### src/sv/tlc_pkg.sv
// shared types and constants for the task lifecycle checker
package tlc_pkg;

   // result status codes
   localparam logic [2:0] STATUS_OK         = 3'd0;
   localparam logic [2:0] STATUS_SEQ_GAP    = 3'd1;
   localparam logic [2:0] STATUS_ILLEGAL    = 3'd2;
   localparam logic [2:0] STATUS_UNFINISHED = 3'd3;
   localparam logic [2:0] STATUS_HALTED     = 3'd4;

   // task lifecycle state codes
   localparam logic [2:0] TS_NONE     = 3'd0;
   localparam logic [2:0] TS_FINISHED = 3'd4;

   // input function codes
   localparam logic FUNC_EVENT = 1'b0;
   localparam logic FUNC_END   = 1'b1;

   // sequence counter limit
   localparam logic [31:0] SEQ_MAX = 32'hFFFF_FFFF;

   typedef enum logic [1:0] {
      ST_IDLE,
      ST_EVAL,
      ST_SCAN,
      ST_OUT
   } tlc_state_type;

   typedef enum logic [1:0] {
      RES_EVENT,
      RES_HALT,
      RES_SCAN_HIT,
      RES_SCAN_NONE
   } tlc_res_sel_type;

   // controller to datapath
   typedef struct packed {
      logic            accept;
      logic            scan;
      logic            load_res;
      tlc_res_sel_type res_sel;
      logic            clear_all;
      logic            out_load;
   } tlc_cmd_type;

   // datapath to controller
   typedef struct packed {
      logic func;
      logic halted;
      logic scan_hit;
      logic scan_last;
      logic out_free;
   } tlc_status_type;

endpackage

### src/sv/tlc_ctrl.sv
// controller state machine for the task lifecycle checker
module tlc_ctrl (
   input  logic                   clock,
   input  logic                   reset,
   input  logic                   req_valid,
   output logic                   req_stall,
   input  tlc_pkg::tlc_status_type st,
   output tlc_pkg::tlc_cmd_type    cmd
);
   import tlc_pkg::*;

   tlc_state_type state_ff;
   tlc_state_type state_in;

   // state register
   always_ff @(posedge clock) begin
      if (reset) begin
         state_ff <= ST_IDLE;
      end else begin
         state_ff <= state_in;
      end
   end

   // next state and commands
   always_comb begin
      state_in      = state_ff;
      cmd           = '0;
      cmd.res_sel   = RES_EVENT;
      req_stall     = 1'b1;
      unique case (state_ff)
         ST_IDLE: begin
            req_stall = 1'b0;
            if (req_valid) begin
               cmd.accept = 1'b1;
               state_in   = ST_EVAL;
            end
         end
         ST_EVAL: begin
            if (st.func == FUNC_EVENT) begin
               cmd.load_res = 1'b1;
               cmd.res_sel  = RES_EVENT;
               state_in     = ST_OUT;
            end else if (st.halted) begin
               cmd.load_res  = 1'b1;
               cmd.res_sel   = RES_HALT;
               cmd.clear_all = 1'b1;
               state_in      = ST_OUT;
            end else begin
               cmd.scan = 1'b1;
               state_in = ST_SCAN;
            end
         end
         ST_SCAN: begin
            if (st.scan_hit) begin
               cmd.load_res  = 1'b1;
               cmd.res_sel   = RES_SCAN_HIT;
               cmd.clear_all = 1'b1;
               state_in      = ST_OUT;
            end else if (st.scan_last) begin
               cmd.load_res  = 1'b1;
               cmd.res_sel   = RES_SCAN_NONE;
               cmd.clear_all = 1'b1;
               state_in      = ST_OUT;
            end else begin
               cmd.scan = 1'b1;
            end
         end
         ST_OUT: begin
            if (st.out_free) begin
               cmd.out_load = 1'b1;
               state_in     = ST_IDLE;
            end
         end
         default: begin
            state_in = ST_IDLE;
         end
      endcase
   end

   // a table scan only runs for an end of trace that found no earlier error
   assert property (@(posedge clock) disable iff (reset)
      (state_ff == ST_SCAN) |-> (st.func == FUNC_END) && !st.halted)
      else $error("scan running for an event or while halted");

   // the output register is only loaded once it can take a word
   assert property (@(posedge clock) disable iff (reset)
      cmd.out_load |-> st.out_free)
      else $error("output loaded while occupied");

endmodule

### src/sv/tlc_datapath.sv
// datapath: task state table, sequence counter, result and output registers
module tlc_datapath #(
   parameter int TASKS = 256
) (
   input  logic                   clock,
   input  logic                   reset,
   input  tlc_pkg::tlc_cmd_type    cmd,
   output tlc_pkg::tlc_status_type st,
   input  logic                   req_func,
   input  logic [1:0]             req_event_kind,
   input  logic [7:0]             req_task_id,
   input  logic [31:0]            req_seq_number,
   output logic                   rsp_valid,
   input  logic                   rsp_stall,
   output logic [2:0]             rsp_status,
   output logic [7:0]             rsp_bad_task,
   output logic [31:0]            rsp_bad_seq,
   output logic [2:0]             rsp_found_state,
   output logic [31:0]            rsp_expected_seq
);
   import tlc_pkg::*;

   // only ids below 256 can reach the table
   localparam int DEPTH = (TASKS < 256) ? TASKS : 256;
   localparam int AW    = (DEPTH > 1) ? $clog2(DEPTH) : 1;
   localparam logic [AW:0] DEPTH_W = (AW + 1)'(DEPTH);
   localparam logic [AW:0] LAST_W  = (AW + 1)'(DEPTH - 1);
   localparam logic [AW:0] ONE_W   = (AW + 1)'(1);
   localparam logic [16:0] TASKS_W = 17'(TASKS);

   // latched input word
   logic        func_ff;
   logic [1:0]  kind_ff;
   logic [7:0]  task_ff;
   logic [31:0] seq_ff;

   // table storage and valid bits
   logic [2:0]       mem [DEPTH];
   logic [DEPTH-1:0] valid_ff;
   logic [2:0]       mem_rd_ff;
   logic             rd_valid_ff;
   logic [AW-1:0]    rd_addr;
   logic             rd_en;
   logic             wr_en;
   logic [2:0]       rd_state;

   // scan bookkeeping
   logic [AW:0] scan_idx_ff;
   logic [AW:0] rd_idx_ff;
   logic        rd_live_ff;
   logic        open_entry;

   // counter and error latch
   logic [31:0] next_seq_ff;
   logic        halted_ff;

   // event checks
   logic        seq_bad;
   logic        task_out;
   logic        trans_ok;
   logic        event_ok;
   logic [31:0] last_seq;

   // pending result
   logic [2:0]  res_status_in, res_status_ff;
   logic [7:0]  res_task_in, res_task_ff;
   logic [31:0] res_seq_in, res_seq_ff;
   logic [2:0]  res_found_in, res_found_ff;
   logic [31:0] res_exp_in, res_exp_ff;

   // output register
   logic        rsp_valid_ff;
   logic [2:0]  rsp_status_ff;
   logic [7:0]  rsp_bad_task_ff;
   logic [31:0] rsp_bad_seq_ff;
   logic [2:0]  rsp_found_ff;
   logic [31:0] rsp_exp_ff;
   logic        out_free;

   // input word latch
   always_ff @(posedge clock) begin
      if (cmd.accept) begin
         func_ff <= req_func;
         kind_ff <= req_event_kind;
         task_ff <= req_task_id;
         seq_ff  <= req_seq_number;
      end
   end

   // table read address: incoming task or scan pointer
   assign rd_addr = cmd.scan ? scan_idx_ff[AW-1:0] : req_task_id[AW-1:0];
   assign rd_en   = cmd.accept || cmd.scan;

   // table memory, registered read
   always_ff @(posedge clock) begin
      if (wr_en) begin
         mem[task_ff[AW-1:0]] <= {1'b0, kind_ff} + 3'd1;
      end
      if (rd_en) begin
         mem_rd_ff   <= mem[rd_addr];
         rd_valid_ff <= valid_ff[rd_addr];
      end
   end

   // valid bits, cleared at reset and at end of trace
   always_ff @(posedge clock) begin
      if (reset || cmd.clear_all) begin
         valid_ff <= '0;
      end else if (wr_en) begin
         valid_ff[task_ff[AW-1:0]] <= 1'b1;
      end
   end

   assign rd_state = rd_valid_ff ? mem_rd_ff : TS_NONE;

   // scan pointer and read tracking
   always_ff @(posedge clock) begin
      if (reset) begin
         rd_live_ff <= 1'b0;
      end else if (rd_en) begin
         rd_live_ff <= cmd.scan && (scan_idx_ff < DEPTH_W);
      end
   end

   always_ff @(posedge clock) begin
      if (cmd.accept) begin
         scan_idx_ff <= '0;
      end else if (cmd.scan) begin
         scan_idx_ff <= scan_idx_ff + ONE_W;
      end
      if (rd_en) begin
         rd_idx_ff <= scan_idx_ff;
      end
   end

   assign open_entry   = (rd_state != TS_NONE) && (rd_state != TS_FINISHED);
   assign st.scan_hit  = rd_live_ff && open_entry;
   assign st.scan_last = rd_live_ff && (rd_idx_ff == LAST_W);
   assign st.func      = func_ff;
   assign st.halted    = halted_ff;
   assign st.out_free  = out_free;

   // event checks against counter and table
   assign seq_bad  = (seq_ff != next_seq_ff) || (next_seq_ff == SEQ_MAX);
   assign task_out = ({9'd0, task_ff} >= TASKS_W);
   assign trans_ok = (rd_state == {1'b0, kind_ff});
   assign event_ok = !halted_ff && !seq_bad && !task_out && trans_ok;
   assign wr_en    = cmd.load_res && (cmd.res_sel == RES_EVENT) && event_ok;
   assign last_seq = (next_seq_ff != 32'd0) ? (next_seq_ff - 32'd1) : 32'd0;

   // result selection
   always_comb begin
      res_status_in = STATUS_HALTED;
      res_task_in   = 8'd0;
      res_seq_in    = 32'd0;
      res_found_in  = TS_NONE;
      res_exp_in    = 32'd0;
      case (cmd.res_sel)
         RES_EVENT: begin
            if (halted_ff) begin
               res_status_in = STATUS_HALTED;
            end else if (seq_bad) begin
               res_status_in = STATUS_SEQ_GAP;
               res_task_in   = task_ff;
               res_seq_in    = seq_ff;
               res_exp_in    = next_seq_ff;
            end else if (task_out) begin
               res_status_in = STATUS_ILLEGAL;
               res_task_in   = task_ff;
               res_seq_in    = seq_ff;
               res_exp_in    = next_seq_ff;
            end else if (!trans_ok) begin
               res_status_in = STATUS_ILLEGAL;
               res_task_in   = task_ff;
               res_seq_in    = seq_ff;
               res_found_in  = rd_state;
               res_exp_in    = next_seq_ff;
            end else begin
               res_status_in = STATUS_OK;
               res_found_in  = rd_state;
               res_exp_in    = next_seq_ff;
            end
         end
         RES_HALT: begin
            res_status_in = STATUS_HALTED;
         end
         RES_SCAN_HIT: begin
            res_status_in = STATUS_UNFINISHED;
            res_task_in   = 8'(rd_idx_ff);
            res_seq_in    = last_seq;
            res_found_in  = rd_state;
            res_exp_in    = next_seq_ff;
         end
         RES_SCAN_NONE: begin
            res_status_in = STATUS_OK;
            res_exp_in    = next_seq_ff;
         end
         default: begin
            res_status_in = STATUS_HALTED;
         end
      endcase
   end

   // pending result register
   always_ff @(posedge clock) begin
      if (cmd.load_res) begin
         res_status_ff <= res_status_in;
         res_task_ff   <= res_task_in;
         res_seq_ff    <= res_seq_in;
         res_found_ff  <= res_found_in;
         res_exp_ff    <= res_exp_in;
      end
   end

   // sequence counter and error latch
   always_ff @(posedge clock) begin
      if (reset || cmd.clear_all) begin
         next_seq_ff <= 32'd0;
         halted_ff   <= 1'b0;
      end else if (cmd.load_res && (cmd.res_sel == RES_EVENT)) begin
         if (event_ok) begin
            next_seq_ff <= next_seq_ff + 32'd1;
         end else begin
            halted_ff <= 1'b1;
         end
      end
   end

   // output word register
   assign out_free = !rsp_valid_ff || !rsp_stall;

   always_ff @(posedge clock) begin
      if (reset) begin
         rsp_valid_ff <= 1'b0;
      end else if (cmd.out_load) begin
         rsp_valid_ff <= 1'b1;
      end else if (!rsp_stall) begin
         rsp_valid_ff <= 1'b0;
      end
   end

   always_ff @(posedge clock) begin
      if (cmd.out_load) begin
         rsp_status_ff   <= res_status_ff;
         rsp_bad_task_ff <= res_task_ff;
         rsp_bad_seq_ff  <= res_seq_ff;
         rsp_found_ff    <= res_found_ff;
         rsp_exp_ff      <= res_exp_ff;
      end
   end

   assign rsp_valid        = rsp_valid_ff;
   assign rsp_status       = rsp_status_ff;
   assign rsp_bad_task     = rsp_bad_task_ff;
   assign rsp_bad_seq      = rsp_bad_seq_ff;
   assign rsp_found_state  = rsp_found_ff;
   assign rsp_expected_seq = rsp_exp_ff;

   // a halted checker never changes the table
   assert property (@(posedge clock) disable iff (reset)
      halted_ff |-> !wr_en)
      else $error("table written while halted");

   // end of trace leaves a fresh counter and no latched error
   assert property (@(posedge clock) disable iff (reset)
      cmd.clear_all |=> (next_seq_ff == 32'd0) && !halted_ff && (valid_ff == '0))
      else $error("state not cleared after end of trace");

   // a table write always comes with a counter step
   assert property (@(posedge clock) disable iff (reset)
      wr_en |=> (next_seq_ff == $past(next_seq_ff) + 32'd1))
      else $error("counter did not advance with table update");

endmodule

### src/sv/task_lifecycle_checker_top.sv
// event words: one word at a time; the next is accepted once the last result has entered the output register
// end of trace: scans up to min(TASKS,256) table entries, 1 entry a cycle, stopping at
//   the first open entry, then result; no scan once an error is latched; single table read port
// a result waiting in the output register does not block acceptance of the next word
// reset clears the table valid bits, counter and error latch at once
module task_lifecycle_checker_top #(
   parameter int TASKS = 256
) (
   input  logic        clock,
   input  logic        reset,
   input  logic        req_valid,
   output logic        req_stall,
   input  logic        req_func,
   input  logic [1:0]  req_event_kind,
   input  logic [7:0]  req_task_id,
   input  logic [31:0] req_seq_number,
   output logic        rsp_valid,
   input  logic        rsp_stall,
   output logic [2:0]  rsp_status,
   output logic [7:0]  rsp_bad_task,
   output logic [31:0] rsp_bad_seq,
   output logic [2:0]  rsp_found_state,
   output logic [31:0] rsp_expected_seq
);
   import tlc_pkg::*;

   tlc_cmd_type    cmd;
   tlc_status_type st;

   // controller
   tlc_ctrl u_ctrl (
      .clock     (clock),
      .reset     (reset),
      .req_valid (req_valid),
      .req_stall (req_stall),
      .st        (st),
      .cmd       (cmd)
   );

   // datapath
   tlc_datapath #(
      .TASKS (TASKS)
   ) u_datapath (
      .clock            (clock),
      .reset            (reset),
      .cmd              (cmd),
      .st               (st),
      .req_func         (req_func),
      .req_event_kind   (req_event_kind),
      .req_task_id      (req_task_id),
      .req_seq_number   (req_seq_number),
      .rsp_valid        (rsp_valid),
      .rsp_stall        (rsp_stall),
      .rsp_status       (rsp_status),
      .rsp_bad_task     (rsp_bad_task),
      .rsp_bad_seq      (rsp_bad_seq),
      .rsp_found_state  (rsp_found_state),
      .rsp_expected_seq (rsp_expected_seq)
   );

endmodule

### config.mk
export PLATFORM = sky130hd
export DESIGN_NAME = task_lifecycle_checker_top
export DESIGN_NICKNAME = d
export VERILOG_FILES = /design/src/sv/tlc_pkg.sv /design/src/sv/tlc_ctrl.sv /design/src/sv/tlc_datapath.sv /design/src/sv/task_lifecycle_checker_top.sv
export SDC_FILE = /design/constraint.sdc
export NUM_CORES = 2
export LEC_CHECK = 0
export BUFFER_PORTS_ARGS = -buffer_cell sky130_fd_sc_hd__buf_2
export CAP_MARGIN = 30
export CORE_MARGIN = 2
export CORE_UTILIZATION = 35
export CTS_BUF_LIST = sky130_fd_sc_hd__clkbuf_8
export CTS_CLUSTER_SIZE = 28
export DETAILED_ROUTE_END_ITERATION = 10
export HOLD_SLACK_MARGIN = 0.1
export PLACE_DENSITY_LB_ADDON = 0.25
export SLEW_MARGIN = 10
export SYNTH_ARGS = -nofsm -noshare
export SYNTH_HDL_FRONTEND = slang
export SYNTH_SLANG_ARGS = --single-unit
### constraint.sdc
create_clock -name clock -period 10.45 [get_ports clock]
set_input_delay 1.5675 -clock clock [delete_from_list [all_inputs] [get_ports clock]]
set_output_delay 1.5675 -clock clock [all_outputs]
set_load 0.01 [all_outputs]
Word-level counts from Yosys, hierarchy flattened --
Memories as Yosys holds them, arrays and structs flattened. A register that Yosys moved wholly into a read port is not among the register bits. Index checks and enable logic that the tools add are counted.
Storage, ports and cells: memories kept 1, RAM bits 768, input port bits 47, word-level logic and storage cells 124, flip-flop bits (word level) 511
Memories:
- u_datapath.mem | words 256, width 3, rd ports 1, clocked after memory_dff 1, write ports 1, RTL line tlc_datapath.sv:38 | logic [2:0] mem [DEPTH];
Operators by class: muxes and demuxes 50, equality and inequality tests 15, $add $sub $neg 4, order comparisons 4, reduce and logical (&&, ||, !) cells 25, bitwise operators 2
Operators with widths (count):
- $or A256 B256 Y256 | 1
- $mux W32 | 5
- $pmux W32 S2 | 2
- $add A32 B1 Y32 const B | 1
- $eq A32 B32 Y1 const B | 1
- $mux W8 | 4
- $ne A32 B32 Y1 | 1
- $reduce_bool A32 Y1 | 1
- $sub A32 B1 Y32 const B | 1
- $lt A8 B9 Y1 const B | 2
- $mux W1 | 18
- $mux W3 | 6
- $pmux W8 S2 | 1
- $mux W4 | 3
- $pmux W3 S4 | 1
- $mux W2 | 5
- $pmux W5 S2 | 1
- $add A9 B1 Y9 const B | 1
- $eq A9 B8 Y1 const B | 1
- $logic_and A1 B1 Y1 | 9
- $lt A9 B9 Y1 const B | 1
- $bmux W1 S8 | 1
- $demux W1 S8 | 1
- $eq A2 B2 Y1 const B | 4
- other kinds (17) | 28

Depth between registers and ports, before layout --
depth in word-level cells 11, mapped depth 18, gate-level depth less buffers 12

Hierarchy --
Synthesis repeated with hierarchy kept, for this count alone.
Unflattened totals: cells, all modules 4214, area, all modules 52263.9 um2
Modules (own cells, without submodules):
- tlc_datapath | times used 1, seq. area each 35434.0 um2, area an instance 51961.1 um2, cells each 4178
- tlc_ctrl | times used 1, seq. area each 40.0 um2, area an instance 302.8 um2, cells each 36

Worst setup path after synthesis --
No wires, ideal clock.
path kind input to register, start point input port rsp_stall, end point register u_datapath.rsp_bad_seq_ff[0], in the netlist u_datapath.rsp_bad_seq[0] (enable), required time 9817 ps, data arrival time 7239 ps, slack 2578 ps, stages 1, path through a21boi_0
Between the ends: cells in the longest elaborated chain, start to end 4
RTL lines:
- start: declaration | RTL line task_lifecycle_checker_top.sv:18 | input logic rsp_stall,
- $logic_not A1 Y1 | RTL line tlc_datapath.sv:230 | assign out_free = !rsp_valid_ff || !rsp_stall;
- $logic_or A1 B1 Y1 | RTL line tlc_datapath.sv:230
- $mux W1 | RTL line tlc_ctrl.sv:69 | if (st.out_free) begin
- $mux W1 | RTL line tlc_ctrl.sv:30 | unique case (state_ff)
- end signal: assignment | RTL line tlc_datapath.sv:246 | rsp_bad_seq_ff <= res_seq_ff;
- end: declaration | RTL line tlc_datapath.sv:75 | logic [31:0] rsp_bad_seq_ff;
No other way between the ends. A chain may end at the register's enable or synchronous reset.

Final worst setup path --
start point register u_ctrl.state_ff[1], end point register u_datapath.rd_valid_ff (data pin)
Between the ends: cells in the longest elaborated chain, start to end 5, elaborated cells between the ends (all ways) 6, those cells by class eq/ne: 2; mux: 4
RTL lines:
- start: declaration | RTL line tlc_ctrl.sv:12 | tlc_state_type state_ff;
- start signal: assignment | RTL line tlc_ctrl.sv:20 | state_ff <= state_in;
- $eq A2 B2 Y1 or $eq A2 B1 Y1 (tied branches) | RTL line tlc_ctrl.sv:30
- $pmux W5 S2 (*) | RTL line tlc_ctrl.sv:30
- $mux W8 (*) | RTL line tlc_datapath.sv:91 | assign rd_addr = cmd.scan ? scan_idx_ff[AW-1:0] : req_task_id[AW-1:0];
- $bmux W1 S8 (*) | RTL line tlc_datapath.sv:101 | rd_valid_ff <= valid_ff[rd_addr];
- $mux W1 (implied by the code) (*) | RTL line tlc_datapath.sv:101
- end signal: assignment | RTL line tlc_datapath.sv:101
- end: declaration | RTL line tlc_datapath.sv:41 | logic rd_valid_ff;
Mark *: on every way between the ends. The rest lies on a longest branch, timed or not. The select of a mux whose other input is x is not followed.

==> flow_metrics.env <==
export IMPL_status="finished clean"
export IMPL_dp_cells=5872
export IMPL_ctsResizeCount=0
export IMPL_power_density_nw_per_um2=238
export IMPL_reg2reg_from="u_ctrl.state_ff[1]$_SDFFE_PP0P_"
export IMPL_die_w_um=386
export IMPL_switching_power_uw=4630
export IMPL_period_share_pct=55.0
export IMPL_hold_viol=0
export IMPL_grt_antenna_before_repair=8
export IMPL_cts_buffers=205
export IMPL_synth_cells=4014
export IMPL_overflow=0
export IMPL_final_cells=6268
export IMPL_die_area_um2=149000
export IMPL_slew_violations=0
export IMPL_clk_pin_slew_ns=0.06
export IMPL_leakage_uw=0.0202
export IMPL_final_min_clock_period_ns=5.74
export IMPL_hold_path_class="register to register"
export IMPL_wl_per_cell_um=22.8
export IMPL_finalSetupTns_ns=0
export IMPL_ant_nets=0
export IMPL_critPathLaunchType="register"
export IMPL_grt_pass1_wl_mm=209
export IMPL_ys_types=60
export IMPL_grt_usage_pct=18.9
export IMPL_intPower_uw=9200
export IMPL_path_buf_inv=3
export IMPL_endpoint_kind="register"
export IMPL_critPathArrivalTime_ns=6.38
export IMPL_cts_tree="done"
export IMPL_max_freq_mhz=174
export IMPL_fin_hold_ws_ns=0.408
export IMPL_drc=0
export IMPL_io_buffers=126
export IMPL_start_util_pct=35.2
export IMPL_pin_count=127
export IMPL_relSlewSlack_pct=29.3
export IMPL_synth_area_per_cell_um2=12.7
export IMPL_grt_pass1_vias=32000
export IMPL_slowest_delay_ns=0.70
export IMPL_cts_buffer_depth=3
export IMPL_drv_cap=0
export IMPL_cp_common_cell="nor4_1"
export IMPL_criticalPathCategory="register to register"
export IMPL_core_area_um2=145000
export IMPL_drt_pass1_iter_count=5
export IMPL_grt_max_degree=117
export IMPL_synth_edff_count=980
export IMPL_ir_drop_mv=0.171
export IMPL_synth_seq_cells=1282
export IMPL_holdBufCountCts=0
export IMPL_first_iter_violations=2839
export IMPL_drive_above_1_share_pct=12.7
export IMPL_ys_async_sr_fraction_pct=0
export IMPL_crit_slowest_cell="nand2_1"
export IMPL_cts_root_buf="clkbuf_8"
export IMPL_reg2reg_slack_ns=4.71
export IMPL_setup_viol=0
export IMPL_drt_total_wl_mm=143
export IMPL_rsz0062_at_grt="false"
export IMPL_hp_start="u_datapath.res_exp_ff[30]$_DFFE_PP_"
export IMPL_ctsHtreeMaxLevel=4
export IMPL_die_height_um=386
export IMPL_p_seq_share_pct=43.7
export IMPL_syn_to_final_growth_pct=13.8
export IMPL_power_share_clock_pct=30.6
export IMPL_ys_flop_type="edfxtp_1"
export IMPL_nets=4226
export IMPL_crit_start="u_ctrl.state_ff[1]$_SDFFE_PP0P_"
export IMPL_cts_setup_buffers=0
export IMPL_swShare_pct=33.5
export IMPL_syn_nets=4071
export IMPL_dp_hpwl_mm=86.0
export IMPL_combPwrFrac_pct=25.7
export IMPL_crit_chain="inv_1, ha_1, inv_1, o2bb2ai_1, a31oi_1, nand2_8, buf_12, nand2_1, o22ai_1, nor4_1, nor3_1, nor4_1, nor4_1"
export IMPL_gp_congestion=0.827
export IMPL_detailroute_via_count=32900
export IMPL_via_per_inst=5.24
export IMPL_synth_seq_area_share_pct=69.4
export IMPL_clkLatencyLatePin_ns=0.92
export IMPL_worst_clock_skew_ns=0.0557
export IMPL_tightestPinTransition_ns=1.05
export IMPL_cp_required_ns=11.09
export IMPL_yosysWarningCount=0
export IMPL_critPathTopFamily="simple AND/OR/NAND/NOR gates"
export IMPL_syn_cell_area_um2=51100
export IMPL_clkSinkCount=1282
export IMPL_cp_max_fo=100
export IMPL_rows=140
-- kinds of logic (layout without fill, tap and decap cells) --
family	after synthesis	after routing	synth area share, %
mux	329	329	7.21
buf+inv	283	619	2.28
xor+xnor	91	91	1.56
flops	1282	1282	69.4
fa+ha+maj	10	10	0.245
compound gates	591	591	7.22
simple gates	1428	1428	12.1
other cells	0	1	0
-- layout by cell type, fill, tap and decap left out, drive strengths merged, types with 4 or more instances in the layout --
cell,count
and2,6
nand3,23
nor3,64
a21oi,208
a2111oi,32
nor2b,38
or4,9
nor4,141
clkbuf,245
nand2b,5
buf,207
clkinv,31
nand4,24
o41ai,4
xnor2,59
mux4,31
o21a,128
inv,124
o21ai,50
nor2,600
and3,6
a31oi,6
ha,10
o22ai,130
xor2,32
nand4b,7
or3,11
a211oi,4
o31ai,6
dfxtp,302
clkinvlp,8
edfxtp,980
mux2i,296
nand2,483
a22o,8
bufinv,4
-- worst paths after layout --
path,to,cells after the start
setup reg to reg,u_datapath.rd_valid_ff$_DFFE_PP_,13
hold reg to reg,u_datapath.rsp_expected_seq[30]$_DFFE_PP_,0
hold / removal,u_datapath.rsp_expected_seq[30]$_DFFE_PP_,0
setup / recovery,u_datapath.rd_valid_ff$_DFFE_PP_,13
-- final cells by class --
type                            instances  area (um^2)
Antenna cell                            1         2.50
Clock buffer                          243         3340
Clock inverter                        145          748
Fill cell                           13800        87200
Inverter                               22         87.6
Multi-Input combinational cell       2449        14700
Sequential cell                      1282        35500
Tap cell                             1917         2400
Timing Repair Buffer                  209         1460
-- through the flow --
step	cell area, um^2	setup slack, ns	total power (uW)	util, %
5_1_grt	58200	4.38	14400	40.0
2_1_floorplan	51100	2.58	8460	-
3_3_place_gp	53800	4.56	9660	37.0
3_5_place_dp	54000	4.55	9700	37.1
6_report	58200	4.71	13800	40.0
4_1_cts	58100	4.78	13900	40.0
-- cell usage after synthesis, types with 24 or more instances --
| library cell | n | area [um^2] |
|---|---|---|
| edfxtp_1 | 980 | 29400 |
| nor2_1 | 600 | 2250 |
| nand2_1 | 482 | 1810 |
| dfxtp_1 | 302 | 6050 |
| mux2i_1 | 296 | 2960 |
| a21oi_1 | 208 | 1040 |
| clkbuf_1 | 177 | 664 |
| nor4_1 | 140 | 876 |
| o22ai_1 | 130 | 813 |
| o21a_1 | 128 | 961 |
| nor3_1 | 64 | 320 |
| buf_2 | 59 | 295 |
| xnor2_1 | 59 | 517 |
| o21ai_0 | 49 | 245 |
| nor2b_1 | 38 | 238 |
| a2111oi_0 | 32 | 280 |
| xor2_1 | 32 | 280 |
| mux4_2 | 31 | 698 |
| nand4_1 | 24 | 150 |
-- layer usage --
layer	GRT usage (%)	routed length [um]	up-vias
met4	7.82	5300	6
met5	0	34	-
li1	-	-	15100
met2	29.1	64100	1251
met1	25.5	62900	16300
met3	4.58	10700	290
-- power by group through the flow --
stage	combinational, uW	sequential [uW]	clock, uW
2_1_floorplan	2270	6190	0
3_3_place_gp	3510	6150	0
3_5_place_dp	3550	6150	0
4_1_cts	3560	6040	4320
5_1_grt	3810	6060	4540
6_report	3560	6040	4230
-- registers in the layout (all words and copies together), names as in the netlist, 9 cells and up --
signal,cells
u_datapath.scan_idx_ff,9
u_datapath.mem,768
u_datapath.valid_ff,256
u_datapath.res_seq_ff,32
u_datapath.rsp_bad_seq,32
u_datapath.seq_ff,32
u_datapath.rd_idx_ff,9
u_datapath.next_seq_ff,32
u_datapath.rsp_expected_seq,32
u_datapath.res_exp_ff,32
No activity file was read; power rests on OpenSTA's default activity.
